===== src/assert_macros.svh =====
// Assertion macros shared by the voice activity detector RTL.
// Checks compile only in simulation; synthesis builds see empty bodies.
`ifndef ASSERT_MACROS_SVH
`define ASSERT_MACROS_SVH
`ifndef SYNTHESIS
// A property that must hold at every rising edge outside reset.
`define ASSERT_PROP(label, clk, rst, prop, msg) \
  label: assert property (@(posedge clk) disable iff (rst) (prop)) else $error(msg);
// A condition that must never be seen at a rising edge outside reset.
`define ASSERT_NEVER(label, clk, rst, cond, msg) \
  label: assert property (@(posedge clk) disable iff (rst) !(cond)) else $error(msg);
`else
`define ASSERT_PROP(label, clk, rst, prop, msg)
`define ASSERT_NEVER(label, clk, rst, cond, msg)
`endif
`endif


===== src/evad_pkg.sv =====
`timescale 1ns / 1ps
// Shared constants, types and helper functions of the voice activity detector.
// No dependencies; every other RTL file refers to it by scoped names.
package evad_pkg;

  // Frame length limit and the widths that follow from it.
  localparam int MAX_FRAME = 1024;
  localparam int TALLY_W = $clog2(MAX_FRAME + 1);
  localparam int SQUARE_W = 31;
  localparam int ACC_W = SQUARE_W - 1 + TALLY_W;
  localparam int DIV_CNT_W = $clog2(ACC_W + 1);

  // Mean square and its normalization.
  localparam int MEAN_W = 31;
  localparam int SH_W = 5;

  // Fractional log2 table.
  localparam int LOG_TABLE_BITS = 6;
  localparam int LOG_ENTRIES = 1 << LOG_TABLE_BITS;
  localparam int FRAC_W = 16;

  // Levels in 1/256 dB.
  localparam int LEVEL_W = 16;
  localparam int LEVEL_MIN = -30720;
  localparam int LEVEL_MAG_MAX = 30720;
  localparam int LOG_SCALE_Q16 = 197283;
  localparam logic signed [LEVEL_W-1:0] NOISE_RESET = -16'sd12800;

  // Shared multiplier operand and product widths.
  localparam int MUL_A_W = 21;
  localparam int MUL_B_W = 18;
  localparam int PROD_W = MUL_A_W + MUL_B_W;

  // Configuration registers.
  localparam int CFG_IDX_W = 2;
  localparam int CFG_DATA_W = 16;
  localparam int MARGIN_W = 14;
  localparam int HOLD_W = 8;
  localparam int RATE_W = 16;
  localparam logic [CFG_IDX_W-1:0] REG_SPEECH_MARGIN = 2'd0;
  localparam logic [CFG_IDX_W-1:0] REG_HOLD_FRAMES = 2'd1;
  localparam logic [CFG_IDX_W-1:0] REG_FLOOR_RATE = 2'd2;
  localparam logic [MARGIN_W-1:0] MARGIN_RESET = 14'd3840;
  localparam logic [HOLD_W-1:0] HOLD_RESET = 8'd5;
  localparam logic [RATE_W-1:0] RATE_RESET = 16'd3277;

  // Request from the sequencer to the divider.
  typedef struct packed {
    logic start;
    logic [ACC_W-1:0] dividend;
    logic [TALLY_W-1:0] divisor;
  } div_req_t;

  typedef logic [LOG_ENTRIES-1:0][FRAC_W-1:0] log_table_t;

  // log2(1 + i/2^B) in Q0.16 by repeated squaring of a Q1.30 mantissa,
  // each square truncated. Evaluated once while elaborating.
  function automatic log_table_t build_log_table();
    log_table_t t;
    logic [63:0] m;
    logic [FRAC_W-1:0] r;
    t = '0;
    for (int i = 0; i < LOG_ENTRIES; i++) begin
      m = (64'd1 << 30) + (64'(i) << (30 - LOG_TABLE_BITS));
      r = '0;
      for (int k = FRAC_W - 1; k >= 0; k--) begin
        m = (m * m) >> 30;
        if (m >= (64'd1 << 31)) begin
          m = m >> 1;
          r[k] = 1'b1;
        end
      end
      t[i] = r;
    end
    return t;
  endfunction

  localparam log_table_t LOG_TABLE = build_log_table();

  // Limit a level to the range -120 dB .. 0 dB.
  function automatic logic signed [LEVEL_W-1:0] clamp_level(input logic signed [LEVEL_W:0] v);
    logic signed [LEVEL_W-1:0] r;
    if (v < (LEVEL_W+1)'(LEVEL_MIN)) begin
      r = LEVEL_W'(LEVEL_MIN);
    end else if (v > (LEVEL_W+1)'(0)) begin
      r = '0;
    end else begin
      r = v[LEVEL_W-1:0];
    end
    return r;
  endfunction

endpackage


===== src/evad_mul.sv =====
`timescale 1ns / 1ps
// Shared unsigned multiplier with a registered product.
// Depends on evad_pkg for the operand and product widths.
module evad_mul (
  input  logic                          clk,
  input  logic [evad_pkg::MUL_A_W-1:0]  op_a,
  input  logic [evad_pkg::MUL_B_W-1:0]  op_b,
  output logic [evad_pkg::PROD_W-1:0]   prod
);

  // The product is registered and lands in the cycle after the operands are presented.
  always_ff @(posedge clk) begin
    prod <= evad_pkg::PROD_W'(op_a) * evad_pkg::PROD_W'(op_b);
  end

endmodule


===== src/evad_div.sv =====
`timescale 1ns / 1ps
// Restoring divider, one quotient bit per cycle, for the frame mean square.
// Depends on evad_pkg for widths and the request struct.
module evad_div (
  input  logic                        clk,
  input  logic                        rst,
  input  evad_pkg::div_req_t          req,
  output logic                        busy,
  output logic [evad_pkg::ACC_W-1:0]  quotient
);

  logic [evad_pkg::DIV_CNT_W-1:0] cnt;
  logic [evad_pkg::TALLY_W-1:0] rem;
  logic [evad_pkg::TALLY_W-1:0] divisor;
  logic [evad_pkg::ACC_W-1:0] dq;
  logic [evad_pkg::TALLY_W:0] shifted;
  logic fits;
  logic [evad_pkg::TALLY_W-1:0] rem_next;

  // One step: bring down the next dividend bit and try a subtraction.
  always_comb begin
    shifted = {rem, dq[evad_pkg::ACC_W-1]};
    fits = shifted >= {1'b0, divisor};
    if (fits) begin
      rem_next = evad_pkg::TALLY_W'(shifted - {1'b0, divisor});
    end else begin
      rem_next = evad_pkg::TALLY_W'(shifted);
    end
  end

  // Step counter and busy flag.
  always_ff @(posedge clk) begin
    if (rst) begin
      busy <= 1'b0;
      cnt <= '0;
    end else if (req.start) begin
      busy <= 1'b1;
      cnt <= evad_pkg::DIV_CNT_W'(evad_pkg::ACC_W);
    end else if (busy) begin
      cnt <= cnt - 1'b1;
      if (cnt == evad_pkg::DIV_CNT_W'(1)) begin
        busy <= 1'b0;
      end
    end
  end

  // Remainder and dividend/quotient shift register.
  always_ff @(posedge clk) begin
    if (req.start) begin
      rem <= '0;
      divisor <= req.divisor;
      dq <= req.dividend;
    end else if (busy) begin
      rem <= rem_next;
      dq <= {dq[evad_pkg::ACC_W-2:0], fits};
    end
  end

  assign quotient = dq;

endmodule


===== src/energy_voice_activity_detector_unit.sv =====
`timescale 1ns / 1ps
// Top level of the energy voice activity detector: sequencer and datapath.
// Depends on evad_pkg, evad_mul, evad_div and assert_macros.svh.
//
// Each sample is squared in the shared multiplier and then added into the
// frame energy. The sample marked frame_end then runs the frame computation
// before the next sample is taken; its length is set by the divider (one
// quotient bit per cycle over the 41-bit energy) and by the leading-one
// search, which shifts the mean one bit per cycle, with more shifts for
// quieter frames. The shared multiplier also does the dB scaling and the
// noise floor step. A finished result waits in an output register, so the
// next frame's samples are taken meanwhile; the block only holds at the end
// of a frame if the previous result is still stalled.
// Levels are in 1/256 dB; a silent frame reads -120 dB.
`include "assert_macros.svh"

module energy_voice_activity_detector_unit (
  input  logic                                   clk,
  input  logic                                   rst,
  // Configuration writes.
  input  logic                                   cfg_write,
  input  logic [evad_pkg::CFG_IDX_W-1:0]         cfg_index,
  input  logic [evad_pkg::CFG_DATA_W-1:0]        cfg_data,
  // Sample channel.
  input  logic                                   in_valid,
  output logic                                   in_stall,
  input  logic signed [15:0]                     sample,
  input  logic                                   frame_end,
  // Result channel.
  output logic                                   out_valid,
  input  logic                                   out_stall,
  output logic                                   voice_active,
  output logic signed [evad_pkg::LEVEL_W-1:0]    frame_level,
  output logic signed [evad_pkg::LEVEL_W-1:0]    floor_level
);

  typedef enum logic [3:0] {
    ST_IDLE,
    ST_ACC,
    ST_DIV_GO,
    ST_DIV_WAIT,
    ST_NORM,
    ST_LOG_MUL,
    ST_LOG_RND,
    ST_FLOOR_MUL,
    ST_FLOOR_UPD,
    ST_DECIDE
  } state_t;

  state_t state;

  // Configuration registers.
  logic [evad_pkg::MARGIN_W-1:0] speech_margin;
  logic [evad_pkg::HOLD_W-1:0] hold_frames;
  logic [evad_pkg::RATE_W-1:0] floor_rate;

  // Frame state.
  logic [evad_pkg::ACC_W-1:0] energy_acc;
  logic [evad_pkg::TALLY_W-1:0] sample_tally;
  logic signed [evad_pkg::LEVEL_W-1:0] noise_level;
  logic [evad_pkg::HOLD_W-1:0] hold_left;
  logic last;

  // Frame computation registers.
  logic [evad_pkg::MEAN_W-1:0] mean;
  logic [evad_pkg::SH_W-1:0] sh;
  logic signed [evad_pkg::LEVEL_W-1:0] level;
  logic floor_move;
  logic d_neg;

  // Shared units.
  logic [evad_pkg::MUL_A_W-1:0] op_a;
  logic [evad_pkg::MUL_B_W-1:0] op_b;
  logic [evad_pkg::PROD_W-1:0] prod;
  evad_pkg::div_req_t div_req;
  logic div_busy;
  logic [evad_pkg::ACC_W-1:0] quotient;

  // Combinational datapath values.
  logic [15:0] sample_mag;
  logic accept;
  logic [evad_pkg::LOG_TABLE_BITS-1:0] idx;
  logic [evad_pkg::FRAC_W-1:0] frac;
  logic [evad_pkg::MUL_A_W-1:0] log_mag;
  logic [evad_pkg::PROD_W:0] lvl_rnd;
  logic [evad_pkg::LEVEL_W-1:0] lvl_mag;
  logic signed [evad_pkg::LEVEL_W:0] floor_thr;
  logic signed [evad_pkg::LEVEL_W:0] level_ext;
  logic signed [evad_pkg::LEVEL_W:0] diff;
  logic [evad_pkg::LEVEL_W-1:0] diff_mag;
  logic [evad_pkg::PROD_W-1:0] step_rnd;
  logic [evad_pkg::LEVEL_W-1:0] step_mag;
  logic signed [evad_pkg::LEVEL_W:0] floor_sum;
  logic signed [evad_pkg::LEVEL_W-1:0] floor_new;
  logic speech;

  assign in_stall = (state != ST_IDLE);
  assign accept = in_valid && (state == ST_IDLE);

  // Magnitude of the sample; -32768 maps to 32768, which fits in 16 bits.
  assign sample_mag = (sample ^ {16{sample[15]}}) + {15'd0, sample[15]};

  // Fraction bits below the leading one, once the mean is normalized.
  assign idx = mean[evad_pkg::MEAN_W-2 -: evad_pkg::LOG_TABLE_BITS];
  assign frac = evad_pkg::LOG_TABLE[idx];
  assign log_mag = {sh, evad_pkg::FRAC_W'(0)} - evad_pkg::MUL_A_W'(frac);

  // Round the scaled log and limit it to the level range.
  always_comb begin
    lvl_rnd = {1'b0, prod} + (evad_pkg::PROD_W+1)'(1 << 23);
    lvl_mag = lvl_rnd[24 +: evad_pkg::LEVEL_W];
    if (lvl_mag > evad_pkg::LEVEL_W'(evad_pkg::LEVEL_MAG_MAX)) begin
      lvl_mag = evad_pkg::LEVEL_W'(evad_pkg::LEVEL_MAG_MAX);
    end
  end

  // Noise floor comparison and step.
  always_comb begin
    floor_thr = {noise_level[evad_pkg::LEVEL_W-1], noise_level}
                + $signed({3'b000, speech_margin});
    level_ext = {level[evad_pkg::LEVEL_W-1], level};
    diff = level_ext - {noise_level[evad_pkg::LEVEL_W-1], noise_level};
    diff_mag = diff[evad_pkg::LEVEL_W] ? evad_pkg::LEVEL_W'(-diff)
                                       : diff[evad_pkg::LEVEL_W-1:0];
    step_rnd = prod + evad_pkg::PROD_W'(32768);
    step_mag = step_rnd[16 +: evad_pkg::LEVEL_W];
    if (d_neg) begin
      floor_sum = {noise_level[evad_pkg::LEVEL_W-1], noise_level} - $signed({1'b0, step_mag});
    end else begin
      floor_sum = {noise_level[evad_pkg::LEVEL_W-1], noise_level} + $signed({1'b0, step_mag});
    end
    floor_new = evad_pkg::clamp_level(floor_sum);
    speech = level_ext > floor_thr;
  end

  // Operand selection for the shared multiplier.
  always_comb begin
    case (state)
      ST_IDLE: begin
        op_a = evad_pkg::MUL_A_W'(sample_mag);
        op_b = evad_pkg::MUL_B_W'(sample_mag);
      end
      ST_LOG_MUL: begin
        op_a = log_mag;
        op_b = evad_pkg::MUL_B_W'(evad_pkg::LOG_SCALE_Q16);
      end
      ST_FLOOR_MUL: begin
        op_a = evad_pkg::MUL_A_W'(diff_mag);
        op_b = evad_pkg::MUL_B_W'(floor_rate);
      end
      default: begin
        op_a = '0;
        op_b = '0;
      end
    endcase
  end

  always_comb begin
    div_req.start = (state == ST_DIV_GO);
    div_req.dividend = energy_acc;
    div_req.divisor = sample_tally;
  end

  evad_mul u_mul (
    .clk  (clk),
    .op_a (op_a),
    .op_b (op_b),
    .prod (prod)
  );

  evad_div u_div (
    .clk      (clk),
    .rst      (rst),
    .req      (div_req),
    .busy     (div_busy),
    .quotient (quotient)
  );

  // Configuration writes; indexes past the list are ignored.
  always_ff @(posedge clk) begin
    if (rst) begin
      speech_margin <= evad_pkg::MARGIN_RESET;
      hold_frames <= evad_pkg::HOLD_RESET;
      floor_rate <= evad_pkg::RATE_RESET;
    end else if (cfg_write) begin
      case (cfg_index)
        evad_pkg::REG_SPEECH_MARGIN: speech_margin <= cfg_data[evad_pkg::MARGIN_W-1:0];
        evad_pkg::REG_HOLD_FRAMES:   hold_frames <= cfg_data[evad_pkg::HOLD_W-1:0];
        evad_pkg::REG_FLOOR_RATE:    floor_rate <= cfg_data[evad_pkg::RATE_W-1:0];
        default: ;
      endcase
    end
  end

  // Sequencer with the frame state and the result register.
  always_ff @(posedge clk) begin
    if (rst) begin
      state <= ST_IDLE;
      energy_acc <= '0;
      sample_tally <= '0;
      noise_level <= evad_pkg::NOISE_RESET;
      hold_left <= '0;
      out_valid <= 1'b0;
    end else begin
      // A taken result frees the output register unless a new one replaces it.
      if (out_valid && !out_stall && state != ST_DECIDE) begin
        out_valid <= 1'b0;
      end
      case (state)
        ST_IDLE: begin
          if (accept) begin
            last <= frame_end;
            state <= ST_ACC;
          end
        end
        // Samples past the frame limit are dropped from the sums.
        ST_ACC: begin
          if (sample_tally < evad_pkg::TALLY_W'(evad_pkg::MAX_FRAME)) begin
            energy_acc <= energy_acc + evad_pkg::ACC_W'(prod);
            sample_tally <= sample_tally + 1'b1;
          end
          state <= last ? ST_DIV_GO : ST_IDLE;
        end
        // The divider latches the sums here, so the next frame starts clean.
        ST_DIV_GO: begin
          energy_acc <= '0;
          sample_tally <= '0;
          state <= ST_DIV_WAIT;
        end
        ST_DIV_WAIT: begin
          if (!div_busy) begin
            mean <= quotient[evad_pkg::MEAN_W-1:0];
            sh <= '0;
            state <= ST_NORM;
          end
        end
        // Shift the mean up until its leading one sits at the top bit.
        ST_NORM: begin
          if (mean == '0) begin
            level <= evad_pkg::LEVEL_W'(evad_pkg::LEVEL_MIN);
            state <= ST_FLOOR_MUL;
          end else if (mean[evad_pkg::MEAN_W-1]) begin
            if (sh == '0) begin
              level <= '0;
              state <= ST_FLOOR_MUL;
            end else begin
              state <= ST_LOG_MUL;
            end
          end else begin
            mean <= {mean[evad_pkg::MEAN_W-2:0], 1'b0};
            sh <= sh + 1'b1;
          end
        end
        ST_LOG_MUL: begin
          state <= ST_LOG_RND;
        end
        ST_LOG_RND: begin
          level <= evad_pkg::LEVEL_W'(0) - lvl_mag;
          state <= ST_FLOOR_MUL;
        end
        ST_FLOOR_MUL: begin
          floor_move <= level_ext < floor_thr;
          d_neg <= diff[evad_pkg::LEVEL_W];
          state <= ST_FLOOR_UPD;
        end
        ST_FLOOR_UPD: begin
          if (floor_move) begin
            noise_level <= floor_new;
          end
          state <= ST_DECIDE;
        end
        // Speech and hangover decision, then hand the result over.
        ST_DECIDE: begin
          if (!out_valid || !out_stall) begin
            out_valid <= 1'b1;
            frame_level <= level;
            floor_level <= noise_level;
            if (speech) begin
              hold_left <= hold_frames;
              voice_active <= 1'b1;
            end else if (hold_left != '0) begin
              hold_left <= hold_left - 1'b1;
              voice_active <= 1'b1;
            end else begin
              voice_active <= 1'b0;
            end
            state <= ST_IDLE;
          end
        end
        default: state <= ST_IDLE;
      endcase
    end
  end

  `ASSERT_NEVER(a_tally_limit, clk, rst, sample_tally > evad_pkg::TALLY_W'(evad_pkg::MAX_FRAME), "frame tally ran past the frame limit")
  `ASSERT_NEVER(a_floor_range, clk, rst, noise_level > 16'sd0 || noise_level < 16'(evad_pkg::LEVEL_MIN), "noise floor left the level range")
  `ASSERT_PROP(a_out_level, clk, rst, out_valid |-> (frame_level <= 16'sd0 && frame_level >= 16'(evad_pkg::LEVEL_MIN)), "result level out of range")
  `ASSERT_PROP(a_idle_div, clk, rst, (state == ST_IDLE) |-> !div_busy, "divider still running while taking samples")
  `ASSERT_PROP(a_result_src, clk, rst, $rose(out_valid) |-> $past(state == ST_DECIDE), "result loaded outside the decision step")

endmodule

===== config.mk =====
export PLATFORM = sky130hd
export DESIGN_NAME = energy_voice_activity_detector_unit
export DESIGN_NICKNAME = d
export VERILOG_FILES = /design/src/evad_pkg.sv /design/src/evad_mul.sv /design/src/evad_div.sv /design/src/energy_voice_activity_detector_unit.sv
export VERILOG_INCLUDE_DIRS = /design/src /design/src/src
export SDC_FILE = /design/constraint.sdc
export NUM_CORES = 2
export LEC_CHECK = 0
export ABC_AREA = 1
export BUFFER_PORTS_ARGS = -buffer_cell sky130_fd_sc_hd__buf_4
export CORE_MARGIN = 2
export CORE_UTILIZATION = 60
export CTS_BUF_LIST = sky130_fd_sc_hd__clkbuf_4
export CTS_CLUSTER_SIZE = 30
export DETAILED_ROUTE_END_ITERATION = 6
export GPL_TIMING_DRIVEN = 0
export PLACE_DENSITY = 0.87
export REMOVE_ABC_BUFFERS = 1
export SLEW_MARGIN = 20
export SYNTH_ARGS = -nofsm -noshare
export SYNTH_HDL_FRONTEND = slang
export SYNTH_SLANG_ARGS = --single-unit

===== constraint.sdc =====
create_clock -name clk -period 8.1 [get_ports clk]
set_clock_uncertainty 0.15 [all_clocks]
set_input_delay 0.81 -clock clk [delete_from_list [all_inputs] [get_ports clk]]
set_output_delay 0.81 -clock clk [all_outputs]
set_load 0.005 [all_outputs]

# == After elaboration in Yosys (flattened, before gate mapping) ==
# Memories as Yosys holds them, arrays and structs flattened. A register that Yosys moved wholly into a read port is not among the register bits.
# Cells that the tools add are included.
# word_totals
rom_bits,1024
ff_bits,316
elab_cells,153
in_bits,40
n_memories,1
out_inout_bits,35
# op_classes
reduce_logical,31
mux,47
eq_ne,21
order_cmp,8
bitwise,2
n_mul,1
add_sub_neg,16
# mem_list
name,words,width,rd,rd_ports_with_merged_regs,wr,line,text
(no name shown),64,16,1,1,0,energy_voice_activity_detector_unit.sv:105,assign frac = evad_pkg::LOG_TABLE[idx];
# ops
op,n
2-to-1 mux 16 bit,8
2-to-1 mux 41 bit,3
2-to-1 mux 31 bit,3
one-hot mux 41 bit (2 select lines),1
one-hot mux 21 bit (3 select lines),1
one-hot mux 31 bit (2 select lines),1
one-hot mux 18 bit (3 select lines),1
adder 41 x 39 -> 41 bit,1
adder 39 x 24 -> 40 bit (second input constant),1
one-hot mux 4 bit (10 select lines),1
multiplier 21 x 18 -> 39 bit,1
adder 32 x 16 -> 32 bit (second input constant),1
one-hot mux 16 bit (2 select lines),1
logical NOT 31 bit,1
2-to-1 mux 11 bit,2
one-hot mux 11 bit (2 select lines),1
subtractor 21 x 16 -> 21 bit,1
2-to-1 mux 4 bit,5
2-to-1 mux 6 bit,3
adder 16 x 15 -> 17 bit,1
adder 17 x 16 -> 17 bit,1
> comparator 16 x 17 -> 1 bit,1
> comparator 17 x 1 -> 1 bit (second input constant),1
less-than comparator 16 x 17 -> 1 bit,1
47 further kinds,84

# == Depth between registers and ports, before layout ==
# logic_depth
depth_word,6
mapped_depth,44

# == Hierarchy ==
# A second synthesis with hierarchy kept.
# unflattened
cells_unflattened,5138
area_unflattened_um2,36094.6
# modules_own_cells
module,area_each_um2,cells_per_inst,instances
energy_voice_activity_detector_unit,18592.8,2845,1
evad_mul,13797.0,1848,1
evad_div,3704.8,445,1

# == Least setup slack after synthesis ==
# OpenSTA, ideal clock, no wires.
# synth_timing
path_kind,in2reg
from,input sample[15]
to,register u_mul.prod[34] (netlist name)
required_time_ns,7.829
setup_time_ns,0.121
path_slack_ns,0.463
cell_stages,36
n_path_buf,2
t_arrival_ns,7.366
cell_sequence,buf_4 xor2_1 ha_1 nand2_1 nor2_1 nand4_1 nor2_1 nand2_1 nand2_1 nand3_1 o21ai_1 buf_2 nand2_1 fa_1 inv_1 fa_1 inv_1 fa_1 fa_1 inv_1 fa_1 inv_1 fa_1 inv_1 ha_1 a21oi_1 inv_1 a31oi_1 o21ai_0 inv_1 nand2_1 a21oi_1 nor2_1 o21ai_0 nand2_1 xor2_1
# synth_between
elab_chain_len,4
# synth_rtl
item,line,text
from (decl),energy_voice_activity_detector_unit.sv:27,"input logic signed [15:0] sample,"
bitwise XOR 16 bit,energy_voice_activity_detector_unit.sv:101,"assign sample_mag = (sample ^ {16{sample[15]}}) + {15'd0, sample[15]};"
adder 16 x 1 -> 16 bit (*),energy_voice_activity_detector_unit.sv:101,
one-hot mux 21 bit (3 select lines) or one-hot mux 18 bit (3 select lines) (tied branches),energy_voice_activity_detector_unit.sv:138,case (state)
multiplier 21 x 18 -> 39 bit (*),evad_mul.sv:13,prod <= evad_pkg::PROD_W'(op_a) * evad_pkg::PROD_W'(op_b);
to (signal assigned),evad_mul.sv:13,
to (decl),evad_mul.sv:8,output logic [evad_pkg::PROD_W-1:0] prod
# Mark *: on every way between the ends. The rest lies on a longest branch, timed or not.
# A chain may end at the register's enable or synchronous reset.

# == Worst setup path after layout ==
# layout_timing
from,register level[0] (netlist name)
to,register u_mul.prod[26] (netlist name)
# layout_between
elab_chain_len,5
# layout_rtl
item,line,text
from (decl),energy_voice_activity_detector_unit.sv:67,logic signed [evad_pkg::LEVEL_W-1:0] level;
from (signal assigned),energy_voice_activity_detector_unit.sv:240,level <= evad_pkg::LEVEL_W'(evad_pkg::LEVEL_MIN);
from (signal assigned),energy_voice_activity_detector_unit.sv:258,level <= evad_pkg::LEVEL_W'(0) - lvl_mag;
subtractor 16 x 16 -> 17 bit (*),energy_voice_activity_detector_unit.sv:122,"diff = level_ext - {noise_level[evad_pkg::LEVEL_W-1], noise_level};"
negator 16 bit,energy_voice_activity_detector_unit.sv:123,diff_mag = diff[evad_pkg::LEVEL_W] ? evad_pkg::LEVEL_W'(-diff)
2-to-1 mux 16 bit (*),energy_voice_activity_detector_unit.sv:123,
one-hot mux 21 bit (3 select lines) (*),energy_voice_activity_detector_unit.sv:138,
multiplier 21 x 18 -> 39 bit (*),evad_mul.sv:13,
# Marks and branches as above.

==> key figures <==
Drt
  • DRC Markers: 1
  • Pre-antenna DRT Iters: 7
  • Total wire length: 102000 um
  • DR vias: 32300
  • Post-route ant nets: 0
  • Via/cell ratio: 5.76
  • Wire per inst: 18.2 um
  • Drt first-iter violations: 3021

Layout
  • Layout area overhead: 12.5%
  • Final non-filler cell total: 5611
  • Ratio of cells with drive above 1 in the final layout: 11.8%
  • Final Net Count: 5387
  • Fill cells: 4407
  • Most common cell after layout, fill and taps aside: nand2_1
  • Most frequent cells in the layout: nand2_1 (952), inv_1 (837), nor2_1 (371)

Die
  • Core Rows: 87
  • Die ar.: 0.0588 mm^2
  • Initial core utilization: 60.6%
  • Die W: 243 um
  • Die H: 243 um
  • I/O pin cnt: 75
  • Core area: 0.0563 mm^2

Logic synthesis
  • Mapped Area: 0.0341 mm^2
  • Register area share after synthesis: 23.6%
  • YS warnings: 0
  • XOR/XNOR Fraction of Synth Area: 2.88%
  • Post-Syn Instances: 4584
  • Post-synth EDFFs: 140
  • Adder-Cell Fraction of Synth Area: 27.4%
  • Asr flop ratio synth: 0%
  • Mux cell area share after synthesis: 0%
  • Distinct cells, synth: 64
  • Simple-gate share of the synthesized area: 22.7%
  • Avg Cell Area, Syn: 7.45 um^2
  • Main combinational cell family by area after synthesis: adder cells
  • #FFs+latches synth: 332
  • Top_reg_cell synth: dfxtp_1
  • Synth Area in Compound Gates: 12.4%

Global routing
  • Vias in the first global route: 30600
  • Global-route wire length before repair: 155000 um
  • Total grt overflow: 0
  • Largest net degree at the start of global routing: 79
  • Antenna violations before repair: 3
  • All-Layer GR Usage: 33.0%

Placement
  • GPL Wtd Cong: 1.01
  • DP HPWL: 76300 um
  • Port Buf Inserts: 74
  • Placed Instances: 5373

Power and ir drop
  • Tot Pwr: 15300 uW
  • PwrDens: 399 mW/mm^2
  • Maximum VDD drop: 763 uV
  • Leakage: 0.0186 uW

Timing
  • Tcrit/Tclk final: 100%
  • Fin. Hold Viols: 0
  • Hold_ws: 0.0637 ns
  • Max Slew Vio Count: 0
  • Achievable Freq: 123 MHz
  • Setup_tns: -0.0348 ns
  • Relative slew slack: 28.4%
  • Worst-margin pin slew: 1.07 ns
  • RSZ-0062 raised after global routing: true
  • Crit path time final: 8.13 ns
  • Setup WS post-layout: -0.0348 ns
  • Final Setup Violations: 1

Setup path
  • Crit Path Class: flip-flop to flip-flop
  • Max FO, Critical Path: 7
  • Most frequent cell on the critical path: fa_1
  • Crit Reg-Reg Endpoint: u_mul.prod[26]
  • CP max stage cell: fa_2
  • R2R Setup Slk: -0.03 ns
  • Crit. End Element: flip-flop
  • CP required: 8.69 ns
  • Type of origin of the critical path: flip-flop
  • Worst path arrival time: 8.73 ns
  • Reg2reg start: level[0]
  • R2R cell count: 33
  • CP peak stage delay: 0.61 ns

Outcome
  • Failing checks: DRC, setup timing
  • Outcome: finished with violations

Min path
  • WHS Path Cells: 3
  • Critical hold path startpoint: cfg_data[11]
  • Hold Path Class: input port to flip-flop
  • Hold EP: speech_margin[11]

Clock network
  • # clock sinks: 332
  • Clock Latency Late Sink: 0.88 ns
  • TritonCTS buffer count: 88
  • H-tree Lvls: 3
  • Clock buffer depth: 3
  • Root Driver: clkbuf_4
  • Clock transition at path regs: 0.06 ns
  • CTS tree: yes

Flow run
  • Max Cap Violations: 0
==> area by class of cell <==
| class | count | area (um^2) | area share (%) |
|---|---|---|---|
| sequential | 332 | 8070 | 21.0 |
| timing repair buffer | 158 | 1360 | 3.55 |
| antenna | 2 | 5.00 | 0.0130 |
| inverter | 874 | 3330 | 8.67 |
| multi-input combinational | 3329 | 23500 | 61.1 |
| clock inverter | 32 | 258 | 0.671 |
| tap | 756 | 946 | 2.46 |
| clock buffer | 128 | 961 | 2.50 |
==> kinds of logic after synthesis <==
logic type,count (synthesis)
other,2
AOI/OAI and AO/OA,772
and+or+nand+nor,1826
buffers and inverters,978
xor gates and xnor gates,110
adders and majority gates,564
DFF,332
==> Yosys cell counts (all sizes together) (20+ instances only) <==
library cell / count / area share, %
a21oi: 348 / 5.1
a31oi: 31 / 0.59
buf: 54 / 0.89
clkbuf: 50 / 0.55
dfxtp: 192 / 11
edfxtp: 140 / 12
fa: 306 / 18
ha: 258 / 9.5
inv: 868 / 9.6
nand2: 1003 / 11
nand3: 249 / 3.8
nand3b: 30 / 0.66
nand4: 55 / 1.0
nor2: 404 / 4.6
nor3: 44 / 0.69
o211ai: 20 / 0.45
o21ai: 280 / 4.2
o22ai: 33 / 0.60
xnor2: 48 / 1.2
xor2: 62 / 1.6
==> where the power goes <==
part | leakage (uW) | switching [uW] | internal (uW) | total (uW)
sequential | 0.00290 | 299 | 2050 | 2350
clock | 0.000722 | 755 | 862 | 1620
combinational | 0.0150 | 7010 | 4330 | 11300
==> per-stage QoR <==
step | area [um^2] | utilization [%] | worst slack [ns]
floorplan | 33800 | - | 0.378
global placement | 35300 | 62.8 | -2.21
detailed placement | 35600 | 63.2 | -1.02
CTS | 37300 | 66.2 | 0.00206
global route | 38400 | 68.2 | -0.255
finish | 38400 | 68.2 | -0.0348
==> per-layer routing <==
layer | global-route usage [%] | wire length (um) | up-vias
met3 | 7.59 | 10100 | 403
met5 | 0 | 13 | -
met2 | 53.8 | 47900 | 1738
met4 | 16.8 | 5710 | 2
met1 | 41.0 | 38500 | 15100
li1 | - | - | 15100
==> state kept, by name (all words and copies together), names as in the netlist, 4 cells and up <==
| signal | cells |
|---|---|
| floor_rate | 16 |
| sh | 5 |
| energy_acc | 41 |
| u_div.rem | 11 |
| mean | 31 |
| u_div.quotient | 41 |
| frame_level | 16 |
| speech_margin | 14 |
| noise_level | 16 |
| floor_level | 16 |
| hold_left | 8 |
| u_div.cnt | 6 |
| state | 4 |
| u_mul.prod | 39 |
| frac | 16 |
| sample_tally | 11 |
| level | 16 |
| u_div.divisor | 11 |
| hold_frames | 8 |
==> worst max-delay path by stage <==
stage	from	end	slack, ns	cells past startpoint
after global placement	state[0]	u_mul.prod[37]	-2.21	27
after detailed placement	noise_level[1]	u_mul.prod[33]	-1.02	33
after floorplan	state[0]	u_mul.prod[34]	0.38	34
after CTS	level[0]	u_mul.prod[26]	0.002	39
final	level[0]	u_mul.prod[26]	-0.03	33
after global routing	level[0]	u_mul.prod[30]	-0.25	39
==> worst max-delay path, delay by kind of cell (launching register included) <==
kind                     cells  cell delay [ns]
adder cells (fa/ha/maj)      9             4.26
XOR/XNOR                     1             0.27
flip-flops                   1             0.36
buffers and inverters        5             0.35
AO/OA/AOI/OAI                2             0.33
AND/OR/NAND/NOR             16             2.27
==> what timing repair did <==
action | CTS | global route
gates cloned | 1 | 1
setup buffers | 20 | 53
setup endpoints to repair | 23 | 24
endpoints found under the hold margin | 1 | 0
pin swaps | 18 | 89
gates resized for setup | 75 | 166
hold buffers | 1 | 0
No activity file was read; power rests on OpenSTA's default activity.
